$ cat src/rtl/i2c_master_bit_sequencer_top_macros.svh
// Assertion macros for the I2C master bit sequencer.
// Expects clk and arst_n in the scope of the module that takes this header.
`ifndef I2C_MASTER_BIT_SEQUENCER_TOP_MACROS_SVH
`define I2C_MASTER_BIT_SEQUENCER_TOP_MACROS_SVH

// Same-cycle implication, disabled while reset is asserted.
`define I2CBS_ASSERT_IMPLIES(label, ante, cons) \
	label: assert property (@(posedge clk) disable iff (!arst_n) (ante) |-> (cons)) \
		else $error("i2c sequencer: same-cycle check failed");

// Next-cycle implication, disabled while reset is asserted.
`define I2CBS_ASSERT_NEXT(label, ante, cons) \
	label: assert property (@(posedge clk) disable iff (!arst_n) (ante) |=> (cons)) \
		else $error("i2c sequencer: next-cycle check failed");

`endif

$ cat src/rtl/i2cbs_pkg.sv
// Shared constants and types for the I2C master bit sequencer.
// No dependencies; used by i2c_master_bit_sequencer_top.
`default_nettype none

package i2cbs_pkg;

	localparam int DATA_BITS  = 8;
	localparam int BIT_W      = $clog2(DATA_BITS);
	localparam int PHASE_W    = 2;
	localparam int CMD_W      = 3;
	localparam int HOLD_W     = 16;
	localparam logic [HOLD_W-1:0] HOLD_RESET = 16'd720;

	typedef enum logic [CMD_W-1:0] {
		CMD_START    = 3'd0,
		CMD_STOP     = 3'd1,
		CMD_WRITE    = 3'd2,
		CMD_READ     = 3'd3,
		CMD_SEND_ACK = 3'd4,
		CMD_READ_ACK = 3'd5
	} cmd_t;

	localparam logic [PHASE_W-1:0] PH_0 = 2'd0;
	localparam logic [PHASE_W-1:0] PH_1 = 2'd1;
	localparam logic [PHASE_W-1:0] PH_2 = 2'd2;
	localparam logic [PHASE_W-1:0] PH_3 = 2'd3;

endpackage

`default_nettype wire

$ cat src/rtl/i2c_master_bit_sequencer_top.sv
// I2C master bit sequencer: turns bus commands into timed SCL/SDA line steps.
// Depends on i2cbs_pkg and i2c_master_bit_sequencer_top_macros.svh.
//
//   channel   handshake             payload
//   in        in_valid / in_stall   cmd, tx_byte, ack_out, slave_bits, slave_ack
//   out       out_valid / out_stall scl, sda, rx_byte, ack_in, last
//   cfg       cfg_valid / cfg_ready cfg_data (step_hold_cycles)
//
// Each line step is formed in ST_STEP, waits in the output register (ST_EMIT)
// until taken, then the hold counter runs down from step_hold_cycles (ST_HOLD)
// before the next step. A command takes 3 to 24 steps, and each output stall
// delays it further.
// Reset leaves both lines released high and step_hold_cycles at HOLD_RESET.
// A stall on the output freezes the step; no new command is taken until done.
`default_nettype none

module i2c_master_bit_sequencer_top (
	input  wire logic                                clk,
	input  wire logic                                arst_n,
	input  wire logic                                in_valid,
	output logic                                     in_stall,
	input  wire logic [i2cbs_pkg::CMD_W-1:0]         cmd,
	input  wire logic [i2cbs_pkg::DATA_BITS-1:0]     tx_byte,
	input  wire logic                                ack_out,
	input  wire logic [i2cbs_pkg::DATA_BITS-1:0]     slave_bits,
	input  wire logic                                slave_ack,
	output logic                                     out_valid,
	input  wire logic                                out_stall,
	output logic                                     scl,
	output logic                                     sda,
	output logic [i2cbs_pkg::DATA_BITS-1:0]          rx_byte,
	output logic                                     ack_in,
	output logic                                     last,
	input  wire logic                                cfg_valid,
	output logic                                     cfg_ready,
	input  wire logic [i2cbs_pkg::HOLD_W-1:0]        cfg_data
);

	typedef enum logic [1:0] {
		ST_IDLE,
		ST_STEP,
		ST_EMIT,
		ST_HOLD
	} state_t;

	state_t                                 state_q;
	i2cbs_pkg::cmd_t                        cmd_q;
	logic [i2cbs_pkg::PHASE_W-1:0]          phase_q;
	logic [i2cbs_pkg::BIT_W-1:0]            bit_q;
	logic [i2cbs_pkg::DATA_BITS-1:0]        data_q;
	logic [i2cbs_pkg::DATA_BITS-1:0]        rx_q;
	logic                                   ackbit_q;
	logic [i2cbs_pkg::HOLD_W-1:0]           hold_cfg_q;
	logic [i2cbs_pkg::HOLD_W-1:0]           hold_q;
	logic                                   scl_q;
	logic                                   sda_q;
	logic [i2cbs_pkg::DATA_BITS-1:0]        rx_out_q;
	logic                                   ack_out_q;
	logic                                   last_q;

	logic                                   n_scl;
	logic                                   n_sda;
	logic                                   n_last;
	logic [i2cbs_pkg::DATA_BITS-1:0]        n_rx;
	logic                                   n_ack;
	logic [i2cbs_pkg::PHASE_W-1:0]          n_phase;
	logic                                   n_bit_inc;
	logic                                   shift_en;
	logic                                   sample_en;
	logic                                   in_take;
	logic                                   out_take;
	logic                                   bit_final;

	assign in_stall  = (state_q != ST_IDLE);
	assign out_valid = (state_q == ST_EMIT);
	assign cfg_ready = 1'b1;
	assign in_take   = in_valid && !in_stall;
	assign out_take  = out_valid && !out_stall;
	assign bit_final = (bit_q == i2cbs_pkg::BIT_W'(i2cbs_pkg::DATA_BITS - 1));

	assign scl     = scl_q;
	assign sda     = sda_q;
	assign rx_byte = rx_out_q;
	assign ack_in  = ack_out_q;
	assign last    = last_q;

	always_comb begin
		n_scl     = scl_q;
		n_sda     = sda_q;
		n_last    = 1'b0;
		n_rx      = '0;
		n_ack     = 1'b0;
		n_phase   = phase_q + 1'b1;
		n_bit_inc = 1'b0;
		shift_en  = 1'b0;
		sample_en = 1'b0;
		unique case (cmd_q)
			i2cbs_pkg::CMD_START: begin
				case (phase_q)
					i2cbs_pkg::PH_0: n_sda = 1'b1;
					i2cbs_pkg::PH_1: n_scl = 1'b1;
					i2cbs_pkg::PH_2: n_sda = 1'b0;
					default: begin
						n_scl  = 1'b0;
						n_last = 1'b1;
					end
				endcase
			end
			i2cbs_pkg::CMD_STOP: begin
				case (phase_q)
					i2cbs_pkg::PH_0: n_sda = 1'b0;
					i2cbs_pkg::PH_1: n_scl = 1'b1;
					default: begin
						n_sda  = 1'b1;
						n_last = 1'b1;
					end
				endcase
			end
			i2cbs_pkg::CMD_WRITE: begin
				case (phase_q)
					i2cbs_pkg::PH_0: begin
						n_sda    = data_q[i2cbs_pkg::DATA_BITS-1];
						shift_en = 1'b1;
					end
					i2cbs_pkg::PH_1: n_scl = 1'b1;
					default: begin
						n_scl     = 1'b0;
						n_last    = bit_final;
						n_phase   = i2cbs_pkg::PH_0;
						n_bit_inc = 1'b1;
					end
				endcase
			end
			i2cbs_pkg::CMD_READ: begin
				case (phase_q)
					i2cbs_pkg::PH_0: n_sda = 1'b1;
					i2cbs_pkg::PH_1: begin
						n_scl     = 1'b1;
						shift_en  = 1'b1;
						sample_en = 1'b1;
					end
					default: begin
						n_scl     = 1'b0;
						n_last    = bit_final;
						n_rx      = bit_final ? rx_q : '0;
						n_phase   = i2cbs_pkg::PH_1;
						n_bit_inc = 1'b1;
					end
				endcase
			end
			i2cbs_pkg::CMD_SEND_ACK, i2cbs_pkg::CMD_READ_ACK: begin
				case (phase_q)
					i2cbs_pkg::PH_0: n_sda = (cmd_q == i2cbs_pkg::CMD_SEND_ACK) ? ackbit_q : 1'b1;
					i2cbs_pkg::PH_1: n_scl = 1'b1;
					default: begin
						n_scl  = 1'b0;
						n_last = 1'b1;
						n_ack  = (cmd_q == i2cbs_pkg::CMD_READ_ACK) ? ackbit_q : 1'b0;
					end
				endcase
			end
			default: n_last = 1'b1;
		endcase
	end

	always_ff @(posedge clk or negedge arst_n) begin
		if (!arst_n) begin
			hold_cfg_q <= i2cbs_pkg::HOLD_RESET;
		end else if (cfg_valid && cfg_ready) begin
			hold_cfg_q <= cfg_data;
		end
	end

	always_ff @(posedge clk) begin
		if (in_take) begin
			cmd_q    <= i2cbs_pkg::cmd_t'(cmd);
			data_q   <= (cmd == i2cbs_pkg::CMD_READ) ? slave_bits : tx_byte;
			ackbit_q <= (cmd == i2cbs_pkg::CMD_SEND_ACK) ? ack_out : slave_ack;
			rx_q     <= '0;
		end else if (state_q == ST_STEP) begin
			if (shift_en) begin
				data_q <= {data_q[i2cbs_pkg::DATA_BITS-2:0], 1'b0};
			end
			if (sample_en) begin
				rx_q <= {rx_q[i2cbs_pkg::DATA_BITS-2:0], data_q[i2cbs_pkg::DATA_BITS-1]};
			end
		end
	end

	always_ff @(posedge clk or negedge arst_n) begin
		if (!arst_n) begin
			state_q   <= ST_IDLE;
			phase_q   <= i2cbs_pkg::PH_0;
			bit_q     <= '0;
			hold_q    <= '0;
			scl_q     <= 1'b1;
			sda_q     <= 1'b1;
			rx_out_q  <= '0;
			ack_out_q <= 1'b0;
			last_q    <= 1'b0;
		end else begin
			unique case (state_q)
				ST_IDLE: begin
					if (in_take && (cmd <= i2cbs_pkg::CMD_READ_ACK)) begin
						phase_q <= i2cbs_pkg::PH_0;
						bit_q   <= '0;
						state_q <= ST_STEP;
					end
				end
				ST_STEP: begin
					scl_q     <= n_scl;
					sda_q     <= n_sda;
					rx_out_q  <= n_rx;
					ack_out_q <= n_ack;
					last_q    <= n_last;
					phase_q   <= n_phase;
					if (n_bit_inc) begin
						bit_q <= bit_q + 1'b1;
					end
					state_q <= ST_EMIT;
				end
				ST_EMIT: begin
					if (out_take) begin
						hold_q  <= hold_cfg_q;
						state_q <= ST_HOLD;
					end
				end
				ST_HOLD: begin
					hold_q <= hold_q - 1'b1;
					if (hold_q <= i2cbs_pkg::HOLD_W'(1)) begin
						state_q <= last_q ? ST_IDLE : ST_STEP;
					end
				end
				default: state_q <= ST_IDLE;
			endcase
		end
	end

`include "i2c_master_bit_sequencer_top_macros.svh"

	`I2CBS_ASSERT_NEXT(a_gap_after_step, out_valid && !out_stall, !out_valid)
	`I2CBS_ASSERT_IMPLIES(a_busy_while_emit, out_valid, in_stall)
	`I2CBS_ASSERT_IMPLIES(a_phase3_start, (state_q == ST_STEP) && (phase_q == i2cbs_pkg::PH_3), cmd_q == i2cbs_pkg::CMD_START)
	`I2CBS_ASSERT_IMPLIES(a_one_line_moves, $rose(scl) || $fell(scl), $stable(sda))

endmodule

`default_nettype wire

$ cat config.mk
export PLATFORM = sky130hd
export DESIGN_NAME = i2c_master_bit_sequencer_top
export DESIGN_NICKNAME = d
export VERILOG_FILES = /design/src/rtl/i2cbs_pkg.sv /design/src/rtl/i2c_master_bit_sequencer_top.sv
export VERILOG_INCLUDE_DIRS = /design/src /design/src/rtl
export SDC_FILE = /design/constraint.sdc
export NUM_CORES = 1
export LEC_CHECK = 0
export BUFFER_PORTS_ARGS = -buffer_cell sky130_fd_sc_hd__buf_2
export CAP_MARGIN = 20
export CORE_ASPECT_RATIO = 1.4
export CORE_MARGIN = 2
export CORE_UTILIZATION = 61
export DETAILED_ROUTE_END_ITERATION = 8
export HOLD_SLACK_MARGIN = 0.06
export PLACE_DENSITY = 0.83
export REMOVE_ABC_BUFFERS = 1
export SLEW_MARGIN = 40
export SYNTH_ARGS = -nofsm -noshare
export SYNTH_HDL_FRONTEND = slang
export SYNTH_SLANG_ARGS = --single-unit
$ cat constraint.sdc
create_clock -name clk -period 3.8 [get_ports clk]
set_clock_uncertainty 0.1 [all_clocks]
set_input_delay 0 -clock clk [delete_from_list [all_inputs] [get_ports clk]]
set_output_delay 0 -clock clk [all_outputs]
set_load 0.02 [all_outputs]
==> results.txt <==
The fmax is 415 MHz. The depth of the worst register-to-register path is 6. Summing every instance area after synthesis gives approximately 3700 µm². The post-route antenna net violation count is 0. Entering global routing, the biggest net connects 52 pins. From synthesis to final layout, the design area changed by 27.6%. The share of the cycle needed by the critical path after routing came out at between 60% and 70%. The critical path in this run is classified as flip-flop to flip-flop.

The measured slew at the worst slew-check pin came out at a little under 0.7 ns. Ranked by instance count, the synthesized netlist is headed by dfrtp_1 (45), nand2_1 (29), a21oi_1 (28), o21ai_0 (26), nor2_1 (25). In the post-synthesis netlist, the biggest area contributors are dfrtp_1 (31%), edfxtp_1 (9.9%), mux2i_1 (5.8%). The weighted congestion reported at the end of routability-driven placement is roughly 0.8. Yosys printed 0 warnings. Setup violations remaining at the end of the flow were counted as 0.

Across the VDD grid, the largest voltage drop is between 400 and 500 µV. The clock root buffer is clkbuf_8. In the final design database the tool counted 514 nets. The global-route wire length before repair came out at 13,800 µm.

The floorplan step set the die height to 95.6 µm. The element type at the critical path end is a flip-flop. The final antenna diode count is 0.

The via count came out at roughly 3,000. The fraction of layout instances using a drive strength above 1 is between 20 and 25%. The sum of negative setup slack is 0 ns. The cell row count is 33. After detailed routing, the number of remaining DRC violations is 0.

The startpoint identified for the worst register-to-register timing path is state_q[1]$_DFFE_PN0P_. The number of max-cap violations came out at 0. Broken down by cell family, the worst path's largest delay share belongs to adder cells. The number of levels in the clock H-tree is 3. The final global-route overflow total came out at 0. The signal on the critical path passes through ha_1, o21a_1, buf_4, nand2_1, mux2i_1, a21oi_1. The final number of max-transition violations is 0.

The total routing usage reported by global routing is about a quarter. The cell accounting for the most synthesized area is dfrtp_1. For this run, the leading register cell type out of synthesis is dfrtp_1.

STA puts the critical path data required time at 3.91 ns. The iteration count of the initial detailed-routing pass came out at 4. Among all cell types in the netlist, the one instantiated most often is dfrtp_1. The run finished with clean final reports. The shortest period the worst path allows is roughly 2.4 ns. The async set-reset flop share out of synthesis is a little under three quarters. After filler insertion, the fill cell instance count of the layout stands at 350. The hold violation total from the final report is 0. The vias per cell came out at 5.61.

The largest buffer count on any clock path came out at 2. The later pin in the worst-skew pair is clocked with a latency of between 0.3 and 0.4 ns. The number of antenna violations at the first check in global routing is 0. The floorplan step defined a die boundary enclosing 6630 µm². The clock net in this run drives a total of 71 sinks.

The total power density per cell area is ~630 nW/µm². The path class of the tightest hold or removal check is input pin to flip-flop. On the critical path, the stage with the largest delay is an instance of ha_1. The buffers plus inverters on the worst setup path came out at 1. The die span in x came out at approximately 70 µm. The average wire per standard cell is around 15 µm. The largest single stage delay on the critical path is between 0.6 and 0.7 ns. The proportion of synthesized chip area in sequential cells came out at around 50%. The average instance in the mapped netlist occupies 10.3 µm². The sum of net half-perimeters after detailed placement came out at about 5000 µm. The via count of the first global-routing pass is slightly above 3,000. The number of ports placed on the die boundary is 57. The number of buffers inserted to repair setup after CTS is 0. The TritonCTS clock tree is yes. Headroom to the max-slew limit came out at a little over half. Synthesis inferred 71 register bits.

The DRC violation total after the first TritonRoute iteration is 262. After floorplanning, the core was sized to cover 5820 µm². The clock-pin slew reported for the worst setup and hold paths after clock tree synthesis came out at 0.08 ns. The static leakage is about 2.1 nW. Tracing the worst setup path back leads to its startpoint at state_q[1]$_DFFE_PN0P_. The data arrival time of the critical path came out at between 2 and 3 ns. Post-CTS repair changed the size of 0 cells. The worst register-to-register path has a setup slack of 1.39 ns. Setup repair after global routing left no endpoint under its margin. The final routed wirelength across all metal layers is approximately 8100 µm.

The number of enable-type register cells in the synthesized netlist came out at 12. The synthesized instance count is roughly 360. The kind of start point of the critical path is a flip-flop. The largest driver fanout on the critical path is 19. Buffers placed on the I/O ports in this run total 55. The final standard cell utilization of the core is roughly 80%.

For this configuration, the core starts out at a cell density of a little over three fifths. The number of distinct library cell variants in the gate-level netlist after synthesis is 53. The area share of the largest cell type after synthesis came out at 30.8%. Along the worst hold path, the cell count comes to 2. The total CTS buffers is 9. In this run the most critical hold path is launched from cfg_valid. The number of logic stages on the critical path including buffering came out at 6.
## registers in the layout, indices dropped and copies added (netlist names), 2 cells and up
name        cells
bit_q           3
cmd_q           3
data_q          8
state_q         2
rx_q            8
hold_q         16
rx_byte         8
phase_q         2
hold_cfg_q     16
## placed cells by master (no fill, tap or decap), drive strengths merged, types with 2 or more instances in the layout
master,count
dfrtp,45
clkbuf,10
nor2b,3
a2bb2oi,3
o32ai,3
nor3,3
edfxtp,12
dfxtp,8
a22o,5
dlygate4sd3,51
inv,25
or3,2
o21ai,26
nand2b,2
buf,60
nand3,8
nor3b,7
o22ai,11
nand2,29
nand4,2
mux2,19
a21oi,28
nand3b,2
dfstp,6
ha,15
clkinv,4
nor2,25
nor4,2
a21o,2
or4,3
a31oi,3
mux2i,21
## through the flow
stage | hold slack, ns | total power, mW | worst slack, ns | instances | area, µm²
after global placement | 0.0406 | 2.25 | 1.48 | 465 | 3970
final | 0.0800 | 2.92 | 1.39 | 532 | 4660
after floorplan | -0.396 | 1.99 | 1.28 | 335 | 3570
after global routing | 0.0978 | 3.13 | 1.18 | 532 | 4660
after detailed placement | 0.0456 | 2.31 | 1.41 | 465 | 3970
after CTS | 0.0635 | 2.92 | 1.39 | 532 | 4660
## power by group
| group | total, mW | leakage [nW] | internal (mW) | switching, mW |
|---|---|---|---|---|
| logic | 1.18 | 1.25 | 0.510 | 0.670 |
| registers | 1.18 | 0.787 | 0.994 | 0.191 |
| clock network | 0.553 | 0.0969 | 0.257 | 0.296 |
| total | 2.92 | 2.13 | 1.76 | 1.16 |
## what timing repair did
item / in CTS / in global routing
hold endpoints to repair: 81 / 0
endpoints found under the setup margin: 0 / 0
hold buffers: 51 / 0
## final cells by class
| class | instances | area, µm² | share of cell area, % |
|---|---|---|---|
| multi-input combinational | 241 | 1680 | 36.0 |
| tap | 70 | 87.6 | 1.88 |
| clock inverter | 6 | 42.5 | 0.913 |
| clock buffer | 10 | 138 | 2.95 |
| timing repair buffer | 111 | 823 | 17.7 |
| inverter | 23 | 86.3 | 1.85 |
| sequential | 71 | 1800 | 38.7 |
## routing by layer
metal	routed length (µm)	GRT usage [%]	part of all wire [%]	vias to the layer above
met1	3190	28.3	39	1423
li1	-	-	-	1470
met3	289	6.87	3.6	14
met5	0	0	0	-
met4	172	10.3	2.1	0
met2	4470	50.5	55	77
## worst paths after layout
path / end
setup / recovery: hold_q[5]$_DFFE_PN0P_
hold / removal: hold_cfg_q[7]$_DFFE_PN1P_
setup reg to reg: hold_q[5]$_DFFE_PN0P_
hold reg to reg: rx_byte[7]$_DFFE_PN0P_
max in group asynchronous: rx_byte[3]$_DFFE_PN0P_
min in group asynchronous: hold_q[5]$_DFFE_PN0P_
## kinds of logic (layout without fill, tap and decap cells)
group,Yosys count,count (layout),synth area share (%)
buf+inv,44,150,4.62
compound gates,94,94,16.3
simple gates,91,91,12.7
fa+ha+maj,15,15,5.14
flops,71,71,49.4
mux,40,40,11.7
other cells,1,1,0.103
Note: power is estimated with default switching activity, not from simulation.
